<file path="src/rtl/psrs_pkg.sv">
`default_nettype none
// ----------------------------------------------------------------------------
// psrs_pkg
// Shared types and constants for the parity stopping record scan block.
// ----------------------------------------------------------------------------
package psrs_pkg;

   localparam int NUM_W   = 64;
   localparam int VAL_W   = 128;
   localparam int ADDR_W  = 12;
   localparam int DEPTH   = 4096;
   localparam int OUT_W   = 3;
   localparam int FRAC_W  = 40;

   // log(2)/log(3) as a 40-bit binary fraction; a carry out of the
   // accumulator marks each step at which floor(L*log2/log3) goes up.
   localparam logic [FRAC_W-1:0] LOG_RATIO_FRAC = 40'hA1_849C_C1AA;

   typedef enum logic [OUT_W-1:0] {
      OUT_DECIDED   = 3'd0,
      OUT_OVERFLOW  = 3'd1,
      OUT_UNDECIDED = 3'd2,
      OUT_REJECTED  = 3'd3,
      OUT_READ      = 3'd4
   } outcome_type;

   typedef enum logic [2:0] {
      ST_CLEAR,
      ST_IDLE,
      ST_SCAN,
      ST_COMMIT,
      ST_READ_OUT
   } state_type;

   typedef struct packed {
      logic clear;
      logic load;
      logic step;
      logic commit_scan;
      logic commit_read;
      logic commit_reject;
   } cmd_type;

   typedef struct packed {
      logic clear_last;
      logic stop;
      logic req_read;
      logic req_low;
   } stat_type;

endpackage
`default_nettype wire

</file>
<file path="src/rtl/psrs_ctrl.sv">
`default_nettype none
// ----------------------------------------------------------------------------
// psrs_ctrl
// Controller: clearing pass, command acceptance, scan sequencing, commit.
// ----------------------------------------------------------------------------
module psrs_ctrl (
   input  wire logic                clock,
   input  wire logic                reset,
   input  wire logic                start,
   output logic                     busy,
   input  wire psrs_pkg::stat_type  stat,
   output psrs_pkg::cmd_type        cmd
);
   import psrs_pkg::*;

   state_type state_ff, state_in;

   always_ff @(posedge clock) begin
      if (reset) begin
         state_ff <= ST_CLEAR;
      end else begin
         state_ff <= state_in;
      end
   end

   always_comb begin
      state_in = state_ff;
      case (state_ff)
         ST_CLEAR: begin
            if (stat.clear_last) begin
               state_in = ST_IDLE;
            end
         end
         ST_IDLE: begin
            if (start) begin
               if (stat.req_read) begin
                  state_in = ST_READ_OUT;
               end else if (!stat.req_low) begin
                  state_in = ST_SCAN;
               end
            end
         end
         ST_SCAN: begin
            if (stat.stop) begin
               state_in = ST_COMMIT;
            end
         end
         ST_COMMIT:   state_in = ST_IDLE;
         ST_READ_OUT: state_in = ST_IDLE;
         default:     state_in = ST_CLEAR;
      endcase
   end

   always_comb begin
      cmd  = '0;
      busy = 1'b1;
      case (state_ff)
         ST_CLEAR: begin
            cmd.clear = 1'b1;
         end
         ST_IDLE: begin
            busy              = 1'b0;
            // a number below two is answered straight from the accept edge
            cmd.load          = start && !stat.req_read && !stat.req_low;
            cmd.commit_reject = start && !stat.req_read && stat.req_low;
         end
         ST_SCAN: begin
            cmd.step = 1'b1;
         end
         ST_COMMIT: begin
            cmd.commit_scan = 1'b1;
         end
         ST_READ_OUT: begin
            cmd.commit_read = 1'b1;
         end
         default: begin
            busy = 1'b1;
         end
      endcase
   end

   a_commit_returns: assert property (@(posedge clock) disable iff (reset)
      (state_ff == ST_COMMIT) |=> (state_ff == ST_IDLE))
      else $error("commit did not return to idle");

   a_accept_idle: assert property (@(posedge clock) disable iff (reset)
      (cmd.load || cmd.commit_reject) |=> (state_ff == ST_SCAN || state_ff == ST_IDLE))
      else $error("accepted transaction led to an unexpected state");

endmodule
`default_nettype wire

</file>
<file path="config.mk">
export PLATFORM = sky130hd
export DESIGN_NAME = psrs_ctrl
export DESIGN_NICKNAME = d
export VERILOG_FILES = /design/src/rtl/psrs_pkg.sv /design/src/rtl/psrs_ctrl.sv
export SDC_FILE = /design/constraint.sdc
export NUM_CORES = 1
export LEC_CHECK = 0
export BUFFER_PORTS_ARGS = -buffer_cell sky130_fd_sc_hd__clkbuf_2
export CAP_MARGIN = 5
export CORE_AREA = 2 2 39 41
export CTS_BUF_LIST = sky130_fd_sc_hd__clkbuf_8 sky130_fd_sc_hd__clkbuf_16
export CTS_CLUSTER_DIAMETER = 150
export DETAILED_ROUTE_END_ITERATION = 16
export DIE_AREA = 0 0 41 43
export GPL_ROUTABILITY_DRIVEN = 0
export GPL_TIMING_DRIVEN = 0
export HOLD_SLACK_MARGIN = 0.1
export PLACE_DENSITY = 0.4
export SLEW_MARGIN = 25
export SYNTH_ARGS = -nofsm -noshare
export SYNTH_HDL_FRONTEND = slang
export SYNTH_SLANG_ARGS = --single-unit
</file>
<file path="constraint.sdc">
create_clock -name clock -period 1.4 [get_ports clock]
set_clock_uncertainty 0.1 [all_clocks]
set_input_delay 0 -clock clock [delete_from_list [all_inputs] [get_ports clock]]
set_output_delay 0 -clock clock [all_outputs]
set_load 0.01 [all_outputs]
</file>
==> results of run 1 <==
## power by group
part	leakage, uW	internal [uW]	switching [uW]
sequential	0.0000246	92.0	12.5
clock	0.0000269	187	57.9
combinational	0.000123	40.0	31.4
## Yosys cell counts, types with 2 or more instances
library cell  number
nor3_1             6
dfxtp_1            3
inv_1              2
nand2_1            2
nor3b_1            2
## cell families (layout without fill, tap and decap cells)
family | Yosys count | after routing | synth area share (%)
and+or+nand+nor | 15 | 15 | 42.9
AOI/OAI and AO/OA | 5 | 5 | 21.7
DFF | 3 | 3 | 29.8
buffers and inverters | 3 | 25 | 5.59
## routing by layer
metal | vias to the layer above | share of wire [%] | track usage (%)
li1 | 139 | - | -
met1 | 125 | 47 | 8.97
met2 | 11 | 44 | 10.9
met3 | 0 | 8.6 | 6.28
met4 | 0 | 0 | 4.00
met5 | - | 0 | 0
## final cells by class
class | count | area (um^2) | area share (%)
Sequential cell | 3 | 60.1 | 15.5
Inverter | 2 | 7.51 | 1.94
Multi-Input combinational cell | 20 | 130 | 33.5
Clock inverter | 1 | 3.75 | 0.968
Tap cell | 16 | 20.0 | 5.16
Clock buffer | 3 | 41.3 | 10.6
Timing Repair Buffer | 19 | 125 | 32.3
## worst max path at each step
stage	end	slack (ns)	startpoint
CTS	state_ff[1]	0.07	state_ff[0]
detailed placement	state_ff[1]	-0.06	state_ff[0]
floorplan	state_ff[1]	0.09	state_ff[0]
global route	cmd[4]	0.002	state_ff[0]
global placement	state_ff[1]	-0.03	state_ff[0]
finish	state_ff[1]	0.07	state_ff[0]
## critical path, cell delays in order, from the launching register on
cell      delay [ns]
dfxtp_1         0.47
or4b_1          0.50
a211oi_2        0.18
## metrics by stage
stage / instance area [um^2] / util, % / setup slack (ns) / setup TNS [ns]
floorplan: 201 / - / 0.0926 / 0
global placement: 287 / 20.7 / -0.0262 / -0.0262
detailed placement: 287 / 20.7 / -0.0589 / -0.0589
CTS: 388 / 28.0 / 0.0709 / 0
global route: 388 / 28.0 / 0.00159 / 0
finish: 388 / 28.0 / 0.0724 / 0
## what timing repair did
| item | CTS | global route |
|---|---|---|
| setup buffers | 0 | 0 |
| setup endpoints to repair | 3 | 0 |
| hold endpoints to repair | 3 | 0 |
| hold buffers | 6 | 0 |
==> impl_metrics.yaml, run 1 <==
synth:
  synth_fp_nets: 33
  dominantRegCellSynth: "dfxtp_1"
  synthTopCellsByArea: "dfxtp_1, nor3_1, nor3b_1, a211oi_2, o211a_1"
  ys_types: 16
  synth.avg_cell_area_um2: 7.75
  ys_seq_area_share_pct: 29.8
  synth_top_area_cell: "dfxtp_1"
  synthesis_warnings: 0
  synthesis.area_um2: 201
  synth_edf_count: 0
  postSynthRegisterBits: 3
  synthArstFlopShare_pct: 0
  post_synth_inst_count: 26
  synth_top_cell_area_share_pct: 29.8
finish:
  register_with_the_highest_flop_count: "state_ff"
  top_regs: "state_ff x3"
  area_growth_syn_to_layout_pct: 92.5
  final_cells: 64
  post_route_cells_drive_above_1_share_pct: 35.4
  nFillCells: 163
  most_common_cell_after_layout_fill_and_taps_aside: "clkbuf_2"
  final_cell_mix: "clkbuf_2, nor3_1, dlygate4sd3_1"
  design.final.nets: 56
  largest_reg_flops: 3
  diodes: 0
die:
  die_outline_area_um2: 1760
  effective_utilization_at_floorplan_pct: 14.6
  floorplan_core_area_um2: 1380
  fp.dieW_um: 41
  die_height_um: 43
  num_io_pins: 14
  placement_rows: 14
route:
  drt_iter0_drc: 7
  final_antenna_net_count: 0
  dr_total_vias: 275
  detail_route.first_pass.iterations: 4
  post_drt_via_cell_ratio: 4.30
  drt-wirelength-per-cell_um: 9.22
  post-route-drc-count: 0
  detailed_route_wl_um: 590
clock_tree:
  cts_resized: 0
  ctsLongestPathBuffers: 2
  clock_sink_count: 3
  tritoncts: "done"
  cts_max_level: 1
  clkSlewWorstSetupHoldPaths_ns: 0.03
  clock_latency_late_sink_ns: 0.22
  cts_root_buf: "clkbuf_8"
  numCtsBuffers: 3
timing:
  finalCriticalPeriod_ns: 1.33
  worst_slew_margin_rel_pct: 81.5
  finalMaxSlewViolations: 0
  fin_worst_hold_slack_ns: 0.152
  max_freq_ghz: 0.753
  grt_setup_unrepaired: "false"
  hold_violations: 0
  fin_crit_sh_pct: 94.8
  tightest_slew_ns: 0.278
  final-setup-viol-count: 0
placed_design:
  portBuffers: 13
  place.detailed.instances: 55
  dp_hpwl_um: 426
worst_setup_path:
  timing.critical_path.fanout_max: 9
  setup.worst_path.class: "flip-flop to flip-flop"
  rr_endpoint: "state_ff[1]"
  r2r_start: "state_ff[0]"
  ff2ff_setup_slack_ns: 0.07
  critical_path_required_ns: 1.44
  reg2regPathDepth: 2
  cp-start-kind: "flip-flop"
  timing.critical_path.to_type: "flip-flop"
  cp_data_arrival_time_ns: 1.37
power:
  peakVddDrop_mv: 0.500
  leakage_uw: 0.000175
  power-per-cell-area_nw_per_um2: 1080
  power_uw: 420
run_status:
  status: "finished, final reports clean"
worst_hold_path:
  hold_path_depth: 4
  min_path_type: "primary input to flip-flop"
  hold_path_startpoint: "stat[1]"
  hold-path-endpoint: "state_ff[1]"
global_route:
  antenna_found_initial: 0
  wire_length_of_the_first_global_routing_pass_um: 876
  track_usage_pct: 8.12
  vias_in_the_first_global_route: 225
  grt.overflow.total: 0
  pin_count_of_the_biggest_net_entering_global_routing: 10
run:
  max_cap_violations: 0
(Power assumes the default switching activity.)
==> inputs of run 2 (changes only) <==
--- a/config.mk
+++ b/config.mk
@@ -5,17 +5,18 @@
 export SDC_FILE = /design/constraint.sdc
 export NUM_CORES = 1
 export LEC_CHECK = 0
+export ABC_AREA = 1
 export BUFFER_PORTS_ARGS = -buffer_cell sky130_fd_sc_hd__clkbuf_2
 export CAP_MARGIN = 5
 export CORE_AREA = 2 2 39 41
 export CTS_BUF_LIST = sky130_fd_sc_hd__clkbuf_8 sky130_fd_sc_hd__clkbuf_16
-export CTS_CLUSTER_DIAMETER = 150
+export CTS_CLUSTER_DIAMETER = 50
 export DETAILED_ROUTE_END_ITERATION = 16
 export DIE_AREA = 0 0 41 43
 export GPL_ROUTABILITY_DRIVEN = 0
 export GPL_TIMING_DRIVEN = 0
 export HOLD_SLACK_MARGIN = 0.1
-export PLACE_DENSITY = 0.4
+export PLACE_DENSITY = 0.42
 export SLEW_MARGIN = 25
 export SYNTH_ARGS = -nofsm -noshare
 export SYNTH_HDL_FRONTEND = slang
==> run 2 against run 1 <==
Sequential cell count stayed put. Final cell count increased by 22%. Design area up 2.3%. Total power up 93%. Largest cell class unchanged.
==> impl_metrics.yaml, run 2 <==
synth:
  synth_edf_count: 0
  synth.most_common_cell: "inv_1"
  ys_seq_area_share_pct: 26.5
  dominantRegCellSynth: "dfxtp_1"
  synthTopCellsByArea: "dfxtp_1, inv_1, nand2_1, nor2_1, nor3_1"
  ys_top_cells_by_count: "inv_1, nand2_1, nor2_1, dfxtp_1, nor3_1"
  synth.avg_cell_area_um2: 5.39
  post_synth_inst_count: 42
  synthArstFlopShare_pct: 0
  synthesis.area_um2: 226
  synth_top_area_cell: "dfxtp_1"
  postSynthRegisterBits: 3
  synth_fp_nets: 49
  ys_types: 10
  synthesis_warnings: 0
  synth_top_cell_area_share_pct: 26.5
finish:
  diodes: 0
  most_common_cell_after_layout_fill_and_taps_aside: "inv_1"
  final_cells: 78
  layout.core_utilization_pct: 28.7
  top_regs: "state_ff x3"
  area_growth_syn_to_layout_pct: 75.1
  design.final.nets: 70
  post-route-cell-area_um2: 397
  largest_reg_flops: 3
  register_with_the_highest_flop_count: "state_ff"
  post_route_cells_drive_above_1_share_pct: 30.6
  nFillCells: 168
  final_cell_mix: "inv_1, clkbuf_2, nand2_1, nor2_1"
clock_tree:
  clkSlewWorstSetupHoldPaths_ns: 0.03
  tritoncts: "done"
  ctsLongestPathBuffers: 2
  numCtsBuffers: 3
  cts_root_buf: "clkbuf_8"
  clock_sink_count: 3
  clock_latency_late_sink_ns: 0.21
  cts_max_level: 1
run:
  max_cap_violations: 0
timing:
  finalMaxSlewViolations: 0
  max_freq_ghz: 0.801
  final.setup.tns_ns: 0
  worst_slew_margin_rel_pct: 86.4
  final-setup-viol-count: 0
  tightest_slew_ns: 0.203
  hold_violations: 0
  fin_crit_sh_pct: 89.1
  grt_setup_unrepaired: "false"
  finalCriticalPeriod_ns: 1.25
worst_setup_path:
  cp-start-kind: "flip-flop"
  crit_chain: "nand2_1 > nor2_4 > nand2_1 > nor3_2 > buf_2"
  startpoint: "state_ff[0]"
  critical_path_cell_count: 5
  slowest_stage: "dfxtp_1"
  ff2ff_setup_slack_ns: 0.24
  path_common_cell: "nand2_1"
  timing.critical_path.to_type: "primary output"
  cp_data_arrival_time_ns: 1.15
  r2r_start: "state_ff[2]"
  worstSetupEndpoint: "cmd[4]"
  crit_path_max_incr_delay_ns: 0.38
  reg2regPathDepth: 6
  setup.worst_path.class: "flip-flop to primary output"
  number_of_buffers_and_inverters_on_the_critical_path: 1
  rr_endpoint: "state_ff[1]"
  timing.critical_path.fanout_max: 5
  critical_path_required_ns: 1.30
  critical_path.top_delay_family: "simple AND/OR/NAND/NOR gates"
global_route:
  vias_in_the_first_global_route: 222
  grt.overflow.total: 0
  pin_count_of_the_biggest_net_entering_global_routing: 6
  wire_length_of_the_first_global_routing_pass_um: 731
  antenna_found_initial: 0
  track_usage_pct: 6.62
die:
  floorplan_core_area_um2: 1380
  placement_rows: 14
  die_height_um: 43
  effective_utilization_at_floorplan_pct: 16.4
  die_outline_area_um2: 1760
  fp.dieW_um: 41
  num_io_pins: 14
worst_hold_path:
  min_path_type: "primary input to flip-flop"
  hold_path_startpoint: "stat[2]"
placed_design:
  portBuffers: 13
  post_dp_cell_area_um2: 312
  dp_hpwl_um: 445
  place.detailed.instances: 71
route:
  post_drt_via_cell_ratio: 3.78
  drt_iter0_drc: 5
  detail_route.first_pass.iterations: 4
  drt-wirelength-per-cell_um: 7.28
  detailed_route_wl_um: 568
  final_antenna_net_count: 0
  post-route-drc-count: 0
  dr_total_vias: 295
power:
  peakVddDrop_mv: 0.906
  power-per-cell-area_nw_per_um2: 2040
  leakage_uw: 0.000231
run_status:
  status: "finished, final reports clean"
[run 2: cell types whose count changed in the layout (fill, tap and decap cells not counted), moves of 2 or more]
cell,before,now
inv_1,3,12
nand2_1,2,10
nor2_1,1,9
nor3_1,6,2
dlygate4sd3_1,6,3
buf_2,0,2
clkbuf_2,13,11
nor3b_1,2,0
[run 2: per-stage QoR]
step / setup slack [ns] / total power (uW) / hold slack [ns]
3_3_place_gp: 0.242 / 562 / 0.0986
3_5_place_dp: 0.248 / 554 / 0.0996
2_1_floorplan: 0.358 / 435 / -0.0456
5_1_grt: 0.00996 / 905 / 0.144
4_1_cts: 0.0987 / 810 / 0.122
6_report: 0.152 / 810 / 0.119
[run 2: cell type report]
class	instances	area (um^2)	area share [%]
Timing Repair Buffer	16	95.1	24.0
Tap cell	16	20.0	5.05
Clock inverter	1	3.75	0.946
Clock buffer	3	41.3	10.4
Sequential cell	3	60.1	15.1
Inverter	11	41.3	10.4
Multi-Input combinational cell	28	135	34.1
[run 2: what timing repair did]
item,in CTS,in global routing
setup endpoints to repair,0,2
hold buffers,3,0
setup buffers,0,0
endpoints found under the hold margin,3,0
resized for setup,0,4
[run 2: cell families after synthesis]
family | share of synthesized area (%)
buffers and inverters | 18.2
AO/OA/AOI/OAI | 4.42
AND/OR/NAND/NOR | 50.8
flip-flops | 26.5
[run 2: worst reg2reg max path, cell delays in order, from the launching register on]
cell     delay (ns)
dfxtp_1        0.35
nor2_1         0.20
nand3_1        0.14
nand3_2        0.12
nand2_1        0.05
nand2_1        0.05
nor2_1         0.04
[run 2: worst min-delay path by stage]
stage | to | cells past startpoint
finish | state_ff[2] | 5
global route | state_ff[2] | 5
CTS | state_ff[2] | 5
detailed placement | state_ff[2] | 2
global placement | state_ff[2] | 2
floorplan | cmd[4] | 1
[run 2: where the power goes]
group	switching (uW)	internal (uW)
Clock	52.4	186
Sequential	29.6	120
Combinational	264	158
[run 2: metal layers]
metal,GRT usage [%],share of wire [%],wire [um],vias up
met5,0,0,0,-
met4,2.00,0,0,0
met3,6.28,9.7,55,0
met2,10.3,47,268,13
met1,5.77,43,244,118
li1,-,-,-,164
